### src/design/periodic_timer_queue_assert.svh
// assertion macros for the timer queue
// no dependencies
`ifndef PERIODIC_TIMER_QUEUE_ASSERT_SVH
`define PERIODIC_TIMER_QUEUE_ASSERT_SVH

// condition implies consequence in the same cycle
`define PTQ_ASSERT_NOW(lbl, clk, rst_n, cond, cons) \
  lbl: assert property (@(posedge clk) disable iff (!rst_n) (cond) |-> (cons)) \
    else $error("ptq assertion failed");

// condition implies consequence in the next cycle
`define PTQ_ASSERT_NEXT(lbl, clk, rst_n, cond, cons) \
  lbl: assert property (@(posedge clk) disable iff (!rst_n) (cond) |=> (cons)) \
    else $error("ptq assertion failed");

`endif

### src/design/ptq_pkg.sv
// types and constants of the periodic timer queue
// no dependencies
`timescale 1ns / 1ps
package ptq_pkg;
  localparam int DEPTH       = 16;
  localparam int TIME_BITS   = 48;
  localparam int MAX_RESULTS = 16;
  localparam int SLOT_W      = $clog2(DEPTH);
  localparam int CNT_W       = $clog2(DEPTH + 1);
  localparam int DUE_W       = $clog2(MAX_RESULTS);
  localparam int NUM_W       = $clog2(MAX_RESULTS + 1);
  localparam int KIND_BITS   = 2;
  localparam int SLOT_BITS   = 4;
  localparam int STATUS_BITS = 3;

  typedef enum logic [KIND_BITS-1:0] {
    KIND_ADD  = 2'd0,
    KIND_DEL  = 2'd1,
    KIND_TICK = 2'd2,
    KIND_NONE = 2'd3
  } kind_t;

  typedef enum logic [STATUS_BITS-1:0] {
    ST_FIRED    = 3'd0,
    ST_ADDED    = 3'd1,
    ST_DELETED  = 3'd2,
    ST_FULL     = 3'd3,
    ST_NOTFOUND = 3'd4
  } status_t;

  typedef struct packed {
    logic [KIND_BITS-1:0] kind;
    logic [SLOT_BITS-1:0] slot;
    logic [TIME_BITS-1:0] time_value;
    logic [TIME_BITS-1:0] period;
  } cmd_t;

  typedef struct packed {
    logic [STATUS_BITS-1:0] status;
    logic [SLOT_BITS-1:0]   slot_id;
    logic [TIME_BITS-1:0]   due_time;
    logic                   last;
  } res_t;

  typedef enum logic [3:0] {
    S_IDLE,
    S_ADD,
    S_DEL_RD,
    S_DEL_EMIT,
    S_TK_RD,
    S_TK_CMP,
    S_FI_RD,
    S_FI_EMIT,
    S_INS_RD,
    S_INS_CMP,
    S_INS_PUT
  } eng_state_t;
endpackage

### src/design/ptq_if.sv
// valid/ready channel interfaces for command and result beats
// depends on ptq_pkg
`timescale 1ns / 1ps
interface ptq_in_if import ptq_pkg::*; ();
  logic                 valid;
  logic                 ready;
  logic [KIND_BITS-1:0] kind;
  logic [SLOT_BITS-1:0] slot;
  logic [TIME_BITS-1:0] time_value;
  logic [TIME_BITS-1:0] period;
  modport source (output valid, kind, slot, time_value, period, input ready);
  modport sink (input valid, kind, slot, time_value, period, output ready);
endinterface

interface ptq_out_if import ptq_pkg::*; ();
  logic                   valid;
  logic                   ready;
  logic [STATUS_BITS-1:0] status;
  logic [SLOT_BITS-1:0]   slot_id;
  logic [TIME_BITS-1:0]   due_time;
  logic                   last;
  modport source (output valid, status, slot_id, due_time, last, input ready);
  modport sink (input valid, status, slot_id, due_time, last, output ready);
endinterface

### src/design/ptq_front.sv
// front end: accepts command beats, drops KIND_NONE beats, two-entry queue
// depends on ptq_pkg and ptq_if
`timescale 1ns / 1ps
module ptq_front import ptq_pkg::*; (
  input  logic      clk,
  input  logic      rst_n,
  ptq_in_if.sink    in_ch,
  output logic      cmd_valid,
  output cmd_t      cmd,
  input  logic      cmd_pop
);
  cmd_t       q_r [2];
  logic       wp_r, rp_r;
  logic [1:0] cnt_r;
  logic       push;

  assign in_ch.ready = (cnt_r != 2'd2);
  assign push = in_ch.valid && in_ch.ready && (in_ch.kind != KIND_NONE);
  assign cmd_valid = (cnt_r != 2'd0);
  assign cmd = q_r[rp_r];

  always_ff @(posedge clk) begin
    if (!rst_n) begin
      wp_r  <= 1'b0;
      rp_r  <= 1'b0;
      cnt_r <= 2'd0;
    end else begin
      if (push) wp_r <= ~wp_r;
      if (cmd_pop) rp_r <= ~rp_r;
      cnt_r <= cnt_r + {1'b0, push} - {1'b0, cmd_pop};
    end
  end

  always_ff @(posedge clk) begin
    if (push) begin
      q_r[wp_r] <= '{kind: in_ch.kind, slot: in_ch.slot,
                     time_value: in_ch.time_value, period: in_ch.period};
    end
  end
endmodule

### src/design/ptq_back.sv
// back end: slot stores, deadline-ordered list, sequencer and result register
// depends on ptq_pkg, ptq_if and periodic_timer_queue_assert.svh
`timescale 1ns / 1ps
`include "periodic_timer_queue_assert.svh"
module ptq_back import ptq_pkg::*; (
  input  logic      clk,
  input  logic      rst_n,
  input  logic      cmd_valid,
  input  cmd_t      cmd,
  output logic      cmd_pop,
  ptq_out_if.source out_ch
);
  logic [TIME_BITS-1:0] dl_mem [DEPTH];
  logic [TIME_BITS-1:0] pr_mem [DEPTH];
  logic [TIME_BITS-1:0] dl_rd_r, pr_rd_r;
  logic [SLOT_W-1:0]    rd_addr;
  logic                 dl_we, pr_we;
  logic [SLOT_W-1:0]    wr_addr;
  logic [TIME_BITS-1:0] wr_dl;

  eng_state_t           state_r, state_nxt;
  logic [DEPTH-1:0]     valid_r, valid_nxt;
  logic [SLOT_W-1:0]    list_r [DEPTH];
  logic [SLOT_W-1:0]    list_nxt [DEPTH];
  logic [SLOT_W-1:0]    due_r [MAX_RESULTS];
  logic [SLOT_W-1:0]    due_nxt [MAX_RESULTS];
  logic [CNT_W-1:0]     cnt_r, cnt_nxt;
  logic [CNT_W-1:0]     pos_r, pos_nxt;
  logic [NUM_W-1:0]     n_r, n_nxt;
  logic [DUE_W-1:0]     i_r, i_nxt;
  cmd_t                 cmd_r, cmd_nxt;
  logic [TIME_BITS-1:0] ins_d_r, ins_d_nxt;
  logic [SLOT_W-1:0]    ins_s_r, ins_s_nxt;
  logic                 ins_tick_r, ins_tick_nxt;
  res_t                 out_r, out_nxt;
  logic                 out_valid_r, out_valid_nxt;

  logic                 out_free;
  logic                 any_free;
  logic [SLOT_W-1:0]    free_s;
  logic [SLOT_W-1:0]    hit_pos;
  logic                 req_ok;
  logic [SLOT_W-1:0]    req_s;
  logic [TIME_BITS:0]   sum;
  logic [TIME_BITS-1:0] rearm;
  logic                 last_fire;
  logic [SLOT_W-1:0]    fire_s;

  assign out_free  = !out_valid_r || out_ch.ready;
  assign req_ok    = (32'(cmd_r.slot) < DEPTH);
  assign req_s     = SLOT_W'(cmd_r.slot);
  assign sum       = {1'b0, dl_rd_r} + {1'b0, pr_rd_r};
  assign rearm     = sum[TIME_BITS] ? {TIME_BITS{1'b1}} : sum[TIME_BITS-1:0];
  assign last_fire = (NUM_W'(i_r) + NUM_W'(1)) == n_r;
  assign fire_s    = due_r[i_r];

  assign out_ch.valid    = out_valid_r;
  assign out_ch.status   = out_r.status;
  assign out_ch.slot_id  = out_r.slot_id;
  assign out_ch.due_time = out_r.due_time;
  assign out_ch.last     = out_r.last;

  // lowest free slot
  always_comb begin
    any_free = 1'b0;
    free_s   = '0;
    for (int j = DEPTH - 1; j >= 0; j--) begin
      if (!valid_r[j]) begin
        any_free = 1'b1;
        free_s   = SLOT_W'(j);
      end
    end
  end

  // list position of the slot to delete
  always_comb begin
    hit_pos = '0;
    for (int j = DEPTH - 1; j >= 0; j--) begin
      if ((CNT_W'(j) < cnt_r) && (list_r[j] == req_s)) hit_pos = SLOT_W'(j);
    end
  end

  always_ff @(posedge clk) begin
    dl_rd_r <= dl_mem[rd_addr];
    pr_rd_r <= pr_mem[rd_addr];
    if (dl_we) dl_mem[wr_addr] <= wr_dl;
    if (pr_we) pr_mem[wr_addr] <= cmd_r.period;
  end

  always_ff @(posedge clk) begin
    if (!rst_n) begin
      state_r     <= S_IDLE;
      valid_r     <= '0;
      cnt_r       <= '0;
      out_valid_r <= 1'b0;
    end else begin
      state_r     <= state_nxt;
      valid_r     <= valid_nxt;
      cnt_r       <= cnt_nxt;
      out_valid_r <= out_valid_nxt;
    end
  end

  always_ff @(posedge clk) begin
    list_r     <= list_nxt;
    due_r      <= due_nxt;
    pos_r      <= pos_nxt;
    n_r        <= n_nxt;
    i_r        <= i_nxt;
    cmd_r      <= cmd_nxt;
    ins_d_r    <= ins_d_nxt;
    ins_s_r    <= ins_s_nxt;
    ins_tick_r <= ins_tick_nxt;
    out_r      <= out_nxt;
  end

  always_comb begin
    state_nxt     = state_r;
    valid_nxt     = valid_r;
    list_nxt      = list_r;
    due_nxt       = due_r;
    cnt_nxt       = cnt_r;
    pos_nxt       = pos_r;
    n_nxt         = n_r;
    i_nxt         = i_r;
    cmd_nxt       = cmd_r;
    ins_d_nxt     = ins_d_r;
    ins_s_nxt     = ins_s_r;
    ins_tick_nxt  = ins_tick_r;
    out_nxt       = out_r;
    out_valid_nxt = out_valid_r && !out_ch.ready;
    cmd_pop       = 1'b0;
    rd_addr       = list_r[0];
    dl_we         = 1'b0;
    pr_we         = 1'b0;
    wr_addr       = free_s;
    wr_dl         = cmd_r.time_value;

    unique case (state_r)
      S_IDLE: begin
        if (cmd_valid) begin
          cmd_pop = 1'b1;
          cmd_nxt = cmd;
          n_nxt   = '0;
          i_nxt   = '0;
          priority case (kind_t'(cmd.kind))
            KIND_ADD:  state_nxt = S_ADD;
            KIND_DEL:  state_nxt = S_DEL_RD;
            KIND_TICK: state_nxt = S_TK_RD;
            default:   state_nxt = S_IDLE;
          endcase
        end
      end
      S_ADD: begin
        if (out_free) begin
          out_valid_nxt = 1'b1;
          if (!any_free || (cnt_r >= CNT_W'(DEPTH))) begin
            out_nxt   = '{status: ST_FULL, slot_id: '0, due_time: '0, last: 1'b1};
            state_nxt = S_IDLE;
          end else begin
            dl_we             = 1'b1;
            pr_we             = 1'b1;
            valid_nxt[free_s] = 1'b1;
            out_nxt = '{status: ST_ADDED, slot_id: SLOT_BITS'(free_s),
                        due_time: cmd_r.time_value, last: 1'b1};
            ins_d_nxt    = cmd_r.time_value;
            ins_s_nxt    = free_s;
            ins_tick_nxt = 1'b0;
            pos_nxt      = '0;
            state_nxt    = S_INS_RD;
          end
        end
      end
      S_INS_RD: begin
        rd_addr = list_r[pos_r[SLOT_W-1:0]];
        state_nxt = (pos_r < cnt_r) ? S_INS_CMP : S_INS_PUT;
      end
      S_INS_CMP: begin
        if (dl_rd_r <= ins_d_r) begin
          pos_nxt   = pos_r + CNT_W'(1);
          state_nxt = S_INS_RD;
        end else begin
          state_nxt = S_INS_PUT;
        end
      end
      S_INS_PUT: begin
        for (int j = 1; j < DEPTH; j++) begin
          if (CNT_W'(j) > pos_r) list_nxt[j] = list_r[j-1];
        end
        list_nxt[pos_r[SLOT_W-1:0]] = ins_s_r;
        cnt_nxt = cnt_r + CNT_W'(1);
        if (ins_tick_r && !last_fire) begin
          i_nxt     = i_r + DUE_W'(1);
          state_nxt = S_FI_RD;
        end else begin
          state_nxt = S_IDLE;
        end
      end
      S_DEL_RD: begin
        rd_addr   = req_s;
        state_nxt = S_DEL_EMIT;
      end
      S_DEL_EMIT: begin
        // hold the read address so a stalled result keeps its data
        rd_addr = req_s;
        if (out_free) begin
          out_valid_nxt = 1'b1;
          state_nxt     = S_IDLE;
          if (!req_ok || !valid_r[req_s]) begin
            out_nxt = '{status: ST_NOTFOUND, slot_id: cmd_r.slot, due_time: '0,
                        last: 1'b1};
          end else begin
            for (int j = 0; j < DEPTH - 1; j++) begin
              if (SLOT_W'(j) >= hit_pos) list_nxt[j] = list_r[j+1];
            end
            cnt_nxt          = cnt_r - CNT_W'(1);
            valid_nxt[req_s] = 1'b0;
            out_nxt = '{status: ST_DELETED, slot_id: cmd_r.slot, due_time: dl_rd_r,
                        last: 1'b1};
          end
        end
      end
      S_TK_RD: begin
        rd_addr = list_r[0];
        if ((cnt_r != '0) && (n_r < NUM_W'(MAX_RESULTS))) begin
          state_nxt = S_TK_CMP;
        end else begin
          state_nxt = (n_r == '0) ? S_IDLE : S_FI_RD;
        end
      end
      S_TK_CMP: begin
        if (dl_rd_r <= cmd_r.time_value) begin
          due_nxt[n_r[DUE_W-1:0]] = list_r[0];
          for (int j = 0; j < DEPTH - 1; j++) list_nxt[j] = list_r[j+1];
          cnt_nxt   = cnt_r - CNT_W'(1);
          n_nxt     = n_r + NUM_W'(1);
          state_nxt = S_TK_RD;
        end else begin
          state_nxt = (n_r == '0) ? S_IDLE : S_FI_RD;
        end
      end
      S_FI_RD: begin
        rd_addr   = fire_s;
        state_nxt = S_FI_EMIT;
      end
      S_FI_EMIT: begin
        rd_addr = fire_s;
        if (out_free) begin
          out_valid_nxt = 1'b1;
          out_nxt = '{status: ST_FIRED, slot_id: SLOT_BITS'(fire_s),
                      due_time: dl_rd_r, last: last_fire};
          if (pr_rd_r != '0) begin
            dl_we        = 1'b1;
            wr_addr      = fire_s;
            wr_dl        = rearm;
            ins_d_nxt    = rearm;
            ins_s_nxt    = fire_s;
            ins_tick_nxt = 1'b1;
            pos_nxt      = '0;
            state_nxt    = S_INS_RD;
          end else begin
            valid_nxt[fire_s] = 1'b0;
            if (last_fire) begin
              state_nxt = S_IDLE;
            end else begin
              i_nxt     = i_r + DUE_W'(1);
              state_nxt = S_FI_RD;
            end
          end
        end
      end
      default: state_nxt = S_IDLE;
    endcase
  end

  `PTQ_ASSERT_NOW(a_cnt_bound, clk, rst_n, 1'b1, cnt_r <= CNT_W'(DEPTH))
  `PTQ_ASSERT_NOW(a_cnt_matches_valid, clk, rst_n, state_r == S_IDLE, $countones(valid_r) == 32'(cnt_r))
  `PTQ_ASSERT_NOW(a_fire_count, clk, rst_n, state_r == S_FI_EMIT, (n_r != '0) && (NUM_W'(i_r) < n_r))
endmodule

### src/design/periodic_timer_queue.sv
// add scans the list for its place through the single read port of the deadline store;
// delete reads its slot; tick pops due timers from the list head, then emits a result per
// fired timer and rearms a periodic one, reinserting it by the same list scan
// a two-beat command queue and a result register let both sides stall independently
// reset: synchronous, active low; clears all slots, armed count and handshakes
`timescale 1ns / 1ps
module periodic_timer_queue import ptq_pkg::*; (
  input  logic      clk,
  input  logic      rst_n,
  ptq_in_if.sink    in_ch,
  ptq_out_if.source out_ch
);
  logic cmd_valid;
  logic cmd_pop;
  cmd_t cmd;

  ptq_front u_front (
    .clk       (clk),
    .rst_n     (rst_n),
    .in_ch     (in_ch),
    .cmd_valid (cmd_valid),
    .cmd       (cmd),
    .cmd_pop   (cmd_pop)
  );

  ptq_back u_back (
    .clk       (clk),
    .rst_n     (rst_n),
    .cmd_valid (cmd_valid),
    .cmd       (cmd),
    .cmd_pop   (cmd_pop),
    .out_ch    (out_ch)
  );
endmodule

### src/flat_wrapper.sv
// flat-port wrapper written by rule: the top's interface ports become plain ports
module periodic_timer_queue_flat import ptq_pkg::*;
  (clk, rst_n, in_ch_valid, in_ch_kind, in_ch_slot, in_ch_time_value, in_ch_period, in_ch_ready, out_ch_valid, out_ch_status, out_ch_slot_id, out_ch_due_time, out_ch_last, out_ch_ready);
  ptq_in_if in_ch_i ();
  ptq_out_if out_ch_i ();
  input  logic clk;
  input  logic rst_n;
  input wire logic [$bits(in_ch_i.valid)-1:0] in_ch_valid;
  input wire logic [$bits(in_ch_i.kind)-1:0] in_ch_kind;
  input wire logic [$bits(in_ch_i.slot)-1:0] in_ch_slot;
  input wire logic [$bits(in_ch_i.time_value)-1:0] in_ch_time_value;
  input wire logic [$bits(in_ch_i.period)-1:0] in_ch_period;
  output wire logic [$bits(in_ch_i.ready)-1:0] in_ch_ready;
  output wire logic [$bits(out_ch_i.valid)-1:0] out_ch_valid;
  output wire logic [$bits(out_ch_i.status)-1:0] out_ch_status;
  output wire logic [$bits(out_ch_i.slot_id)-1:0] out_ch_slot_id;
  output wire logic [$bits(out_ch_i.due_time)-1:0] out_ch_due_time;
  output wire logic [$bits(out_ch_i.last)-1:0] out_ch_last;
  input wire logic [$bits(out_ch_i.ready)-1:0] out_ch_ready;
  assign in_ch_i.valid = in_ch_valid;
  assign in_ch_i.kind = in_ch_kind;
  assign in_ch_i.slot = in_ch_slot;
  assign in_ch_i.time_value = in_ch_time_value;
  assign in_ch_i.period = in_ch_period;
  assign in_ch_ready = in_ch_i.ready;
  assign out_ch_valid = out_ch_i.valid;
  assign out_ch_status = out_ch_i.status;
  assign out_ch_slot_id = out_ch_i.slot_id;
  assign out_ch_due_time = out_ch_i.due_time;
  assign out_ch_last = out_ch_i.last;
  assign out_ch_i.ready = out_ch_ready;
  periodic_timer_queue u_core (.clk(clk), .rst_n(rst_n), .in_ch(in_ch_i), .out_ch(out_ch_i));
endmodule
### config.mk
export PLATFORM = sky130hd
export DESIGN_NAME = periodic_timer_queue_flat
export DESIGN_NICKNAME = d
export VERILOG_FILES = /design/src/design/ptq_pkg.sv /design/src/design/ptq_if.sv /design/src/design/ptq_front.sv /design/src/design/ptq_back.sv /design/src/design/periodic_timer_queue.sv /design/src/flat_wrapper.sv
export VERILOG_INCLUDE_DIRS = /design/src /design/src/design
export SDC_FILE = /design/constraint.sdc
export NUM_CORES = 2
export LEC_CHECK = 0
export BUFFER_PORTS_ARGS = -buffer_cell sky130_fd_sc_hd__buf_2
export CAP_MARGIN = 20
export CORE_UTILIZATION = 40
export CTS_CLUSTER_DIAMETER = 200
export DETAILED_ROUTE_END_ITERATION = 7
export SETUP_SLACK_MARGIN = 0.5
export SYNTH_ARGS = -nofsm -noshare
export SYNTH_HDL_FRONTEND = slang
export SYNTH_SLANG_ARGS = --single-unit
export TNS_END_PERCENT = 1
### constraint.sdc
create_clock -name clk -period 22.5 [get_ports clk]
set_input_delay 4.5 -clock clk [delete_from_list [all_inputs] [get_ports clk]]
set_output_delay 4.5 -clock clk [all_outputs]
set_load 0.01 [all_outputs]
Yosys cells after proc, flatten, opt, wreduce, memory -nomap -nowiden
Memory sizes are Yosys's and may differ from the RTL's. A register that Yosys moved wholly into a read port is not among the register bits.
Cells that the tools add are included.
- memories kept: 3
- bits in writable memories: 1740
- output and inout port bits: 58
- input port bits: 106
- register bits after elaboration: 381
- muxes and demuxes: 205
- add/subtract/negate cells: 9
- reductions and logical operators: 72
- bitwise operators: 10
- $lt $le $gt $ge: 62
- equality and inequality tests: 58
- memories (name ; words ; bits a word ; rd ports ; clocked after memory_dff ; wr ports ; line ; RTL):
    u_core.u_back.dl_mem ; 16 ; 48 ; 1 ; 1 ; 1 ; ptq_back.sv:13 ; logic [TIME_BITS-1:0] dl_mem [DEPTH];
    u_core.u_back.pr_mem ; 16 ; 48 ; 1 ; 1 ; 1 ; ptq_back.sv:14 ; logic [TIME_BITS-1:0] pr_mem [DEPTH];
    u_core.u_front.q_r ; 2 ; 102 ; 1 ; 1 ; 1 ; ptq_front.sv:12 ; cmd_t q_r [2];
- operators with widths (cell ; number):
    $mux 4 ; 101
    $mux 48 ; 8
    $mux 56 ; 4
    $mux 60 ; 3
    $pmux 60 s3 ; 1
    $pmux 56 s3 ; 1
    $bwmux 64 ; 2
    $le 48x48->1 ; 2
    $mux 16 ; 6
    $pmux 48 s2 ; 1
    $reduce_and 5->1 ; 16
    $eq 4x4->1 ; 16
    $ne 2x2->1 const B ; 28
    $mux 55 ; 1
    $mux 5 ; 10
    $add 48x48->49 ; 1
    $pmux 16 s3 ; 1
    $reduce_bool 48->1 ; 1
    $pmux 4 s11 ; 1
    $mux 1 ; 41
    $gt 4x5->1 const A ; 8
    $lt 4x5->1 const A ; 8
    $and 16x16->16 ; 2
    $bmux 4 s4 ; 2
    other kinds (61) ; 151

Longest topological paths before layout
- depth in word-level cells: 24
- mapped depth: 15
- gate-level depth less buffers: 13

Hierarchy
From an unflattened synthesis, not the netlist that was laid out.
- cells, all modules: 6381
- area, all modules: 92839.0 µm²
- modules (own cells, without submodules) (module ; seq. area each (µm²) ; instances ; area an instance (µm²) ; cells an instance):
    ptq_back ; 59106.7 ; 1 ; 85200.5 ; 6036
    ptq_front ; 6226.0 ; 1 ; 7638.6 ; 345

Least setup slack after synthesis
OpenSTA, ideal clock, no wires.
- path type: input-to-reg
- start point: input port out_ch_ready
- end point: memory u_core.u_back.dl_mem[12][0], enable pin
- stages on the path: 5
- path slack: 12.360 ns
- arrival time: 9.687 ns
- required time: 22.046 ns
- buffers on the path: 1
- cells stage by stage: nor2b_1 clkbuf_1 nor2_1 nand3_1 nor2_1
- cells in the longest elaborated chain, start to end: 5
- ends and longest elaborated chain (what ; line ; RTL):
    start: declaration ; flat_wrapper.sv:19 ; input wire logic [$bits(out_ch_i.ready)-1:0] out_ch_ready;
    $logic_or 1x1->1 (*) ; ptq_back.sv:49 ; assign out_free = !out_valid_r || out_ch.ready;
    $mux 1, on equally long branches ; ptq_back.sv:248, ptq_back.sv:155 ;
    $pmux 1 s2 ; ptq_back.sv:139 ; unique case (state_r)
    $mux 1 ; ptq_back.sv:86 ; if (dl_we) dl_mem[wr_addr] <= wr_dl;
    $mux 1 (not written as such) ; ptq_back.sv:86 ;
    end: declaration ; ptq_back.sv:13 ;
Mark *: on every way between the ends. The rest lies on a longest branch, timed or not.

Worst setup path after layout
- start point: input port out_ch_ready
- end point: memory u_core.u_back.pr_mem[0][32], enable pin
- cells in the longest elaborated chain, start to end: 5
- ends and longest elaborated chain (what ; line ; RTL):
    $logic_or 1x1->1 (*) ; ptq_back.sv:49 ;
    $mux 1 ; ptq_back.sv:155 ; if (out_free) begin
    $mux 1 ; ptq_back.sv:139 ;
    $mux 1 ; ptq_back.sv:87 ; if (pr_we) pr_mem[wr_addr] <= cmd_r.period;
    $mux 1 (not written as such) ; ptq_back.sv:87 ;
    end: declaration ; ptq_back.sv:14 ;
Marks and branches as above.

==> results_dict.tcl <==
set metrics [dict create \
    synth_cells 7295 \
    initial_core_util 0.403 \
    route.detailed.drc 0 \
    crit_family "simple AND/OR/NAND/NOR gates" \
    cp-start-kind "primary input" \
    cts_resized 0 \
    rr_endpoint "u_core.u_back.pr_rd_r[15]" \
    die-area_um2 236000 \
    dieWidth_um 486 \
    worst_pin_slew_ps 1160 \
    area_growth_pct 12.5 \
    yosysMostFrequentCell "edfxtp_1" \
    fmax_mhz 132 \
    outcome "finished, final reports clean" \
    cpMaxStageDelayCell "nor2_4" \
    fin_crit_sh 0.336 \
    placed_area_um2 97800 \
    clockBufferDepth 3 \
    vdd_drop_max_mv 0.118 \
    cts_hold_buffers 0 \
    reg2reg_depth 15 \
    fp.dieH_um 486 \
    wl_per_cell_um 24.1 \
    cp_max_fo 53 \
    syn_avg_cell_area_um2 12.9 \
    dr_total_vias 59700 \
    yosysTopAreaCell "edfxtp_1" \
    drive_gt1_frac 0.112 \
    async_flop_share 0 \
    hold_class "reg2reg" \
    cp_common_cell "buf_4" \
    num_rows 177 \
    path_cells "buf_2 > nor2b_1 > nor3_2 > buf_4 > mux2i_1 > nand2_1 > nor2_4 > buf_4" \
    finalNonFillerCells 10700 \
    rrSetupSlack_ps 15070 \
    yosys_warnings 0 \
    routabilityCongestion 0.916 \
    cellLeakagePower_nw 36.3 \
    power.density_nw_per_um2 141 \
    layout.nets 7638 \
    r2r-start "u_core.u_back.i_r[0]" \
    postCtsSetupBuffers 0 \
    cp-end-kind "flop" \
    grt_pass1_wl_um 376000 \
    cts.sinks 2218 \
    post-route-min-period_ps 7550 \
    crit_arrival_ps 8030 \
    maxCapViolations 0 \
    synth_seq_cells 2218 \
    core_area_um2 233000 \
    yosysTopAreaCellShare 0.670 \
    grt_overflow 0 \
    critPathRequiredTime_ps 22980 \
    synth.area.top_cells "edfxtp_1, nand2_1, dfxtp_1" \
    drt_iter0_drc 5960 \
    setup_viol 0 \
    cp_num_buf_inv 3 \
    dr.pass1.iters 6 \
    htree_levels 4 \
    yosysSeqAreaShare 0.697 \
    io_buffers 163 \
    drt_wl_total_um 258000 \
    skew_ps 68.5 \
    maxSlewViolCount 0 \
    synth_common_cells "edfxtp_1, nand2_1, nor2_1" \
    rsz0062_at_grt "no" \
    ant_nets 0 \
    netlist_area_um2 93800 \
    grt_max_degree 181 \
    dp.cells 10300 \
    clk_pin_slew_ps 60 \
    hpwl_um 157000 \
    clk_latency_ps 910 \
    cts_buffers 224 \
    relSlewSlack 0.219 \
    antenna_found_initial 16 \
    grt_pass1_vias 57000 \
    holdCritStartpoint "u_core.u_front.q_r[1][28]" \
    worstHoldEndpoint "u_core.u_back.cmd_r[28]" \
    critPathKind "in2reg" \
    synth_ff_type "edfxtp_1" \
    synth_nets 7564 \
    synth_cell_types 76 \
    synth_edf_count 2091 \
    tns_ps 0 \
    drt-vias-per-instance 5.58 \
    hold_depth 1 \
    track_usage 0.214 \
    utilization 0.453 \
    tritoncts "done" \
    max_stage_delay_ps 970 \
    design_area_um2 105000 \
    hold_viol_final 0 \
    num_io_pins 164 \
    cts_root_buffer "clkbuf_16" \
]
## flip-flops by register name, summed over array words and instances (netlist names), 5 cells and up, named ones only
signal	count
u_core.u_back.pos_r	5
u_core.u_back.due_r	64
u_core.u_back.pr_mem	768
u_core.u_back.dl_rd_r	48
u_core.u_back.cmd_r	96
u_core.u_front.q_r	204
u_core.u_back.list_r	64
u_core.u_back.ins_d_r	48
u_core.u_back.dl_mem	768
u_core.u_back.cnt_r	5
u_core.u_back.n_r	5
u_core.u_back.pr_rd_r	48
u_core.u_back.valid_r	16
u_core.u_back.out_ch.due_time	48
## cell type report
cell class / count / area [µm²]
antenna: 5 / 12.5
sequential: 2218 / 65300
inverter: 138 / 518
clock inverter: 135 / 1480
multi-input combinational: 4490 / 26300
tap: 3132 / 3920
clock buffer: 287 / 6020
timing repair buffer: 297 / 1930
fill: 20700 / 127000
## cell usage in the layout (no fill, tap or decap), types with 31 or more instances in the layout
master / synthesis / final
a31oi_1: 219 / 219
dfxtp_1: 127 / 126
nand4_1: 44 / 44
nor2_1: 320 / 284
inv_1: 135 / 134
clkinv_2: 0 / 42
a21o_1: 43 / 43
a21oi_1: 188 / 188
clkbuf_1: 268 / 47
mux4_2: 42 / 42
nor2_4: 0 / 36
a22oi_1: 132 / 132
mux2_2: 100 / 100
buf_2: 132 / 163
nand2_1: 1594 / 1590
and2_1: 31 / 31
xnor2_1: 72 / 72
xor2_1: 48 / 48
nor3_1: 42 / 41
o21ai_0: 315 / 315
nand3_1: 239 / 239
ha_1: 162 / 162
a221oi_1: 34 / 34
o21ai_1: 73 / 72
a211oi_1: 208 / 208
nor2b_1: 226 / 224
clkinv_1: 3 / 39
clkbuf_16: 0 / 226
o221ai_1: 100 / 100
edfxtp_1: 2091 / 2091
buf_4: 30 / 125
## kinds of logic after synthesis
family,Yosys count,synth area share
AND/OR/NAND/NOR,2618,0.121
buffers and inverters,587,0.0267
AO/OA/AOI/OAI,1436,0.0996
XOR/XNOR,120,0.0112
flip-flops,2218,0.697
adder cells (fa/ha/maj),163,0.0218
multiplexers,153,0.0233
## metrics by stage
stage	setup WS [ps]	power [W]	hold slack (ps)
final	14950	0.0149	543
after global routing	14730	0.0155	559
after CTS	15000	0.0149	539
after detailed placement	14100	0.0111	531
after global placement	14160	0.0110	517
after floorplan	12360	0.00907	488
## power by group
group | total, W | leakage [nW] | internal, W | switching (W)
Clock | 0.00377 | 3.64 | 0.00217 | 0.00160
Combinational | 0.00496 | 12.7 | 0.00151 | 0.00345
Sequential | 0.00614 | 20.0 | 0.00542 | 0.000715
## routing by layer
layer | vias to the layer above | global-route usage | share of wire
li1 | 27200 | - | -
met1 | 29800 | 0.295 | 0.43
met2 | 2309 | 0.335 | 0.46
met3 | 444 | 0.0398 | 0.077
met4 | 2 | 0.0798 | 0.037
met5 | - | 0 | 0.000050
## worst max path at each step
stage | slack, ps | to | start | cells after the start
floorplan | 12360 | u_core.u_back.dl_mem[12][0] | out_ch_ready | 5
global placement | 14160 | u_core.u_back.pr_mem[0][29] | out_ch_ready | 8
detailed placement | 14100 | u_core.u_back.pr_mem[0][41] | out_ch_ready | 8
CTS | 15000 | u_core.u_back.pr_mem[0][32] | out_ch_ready | 8
global route | 14730 | u_core.u_back.pr_rd_r[15] | u_core.u_back.i_r[0] | 15
finish | 14950 | u_core.u_back.pr_mem[0][32] | out_ch_ready | 8
No activity file was read; power rests on OpenSTA's default activity.
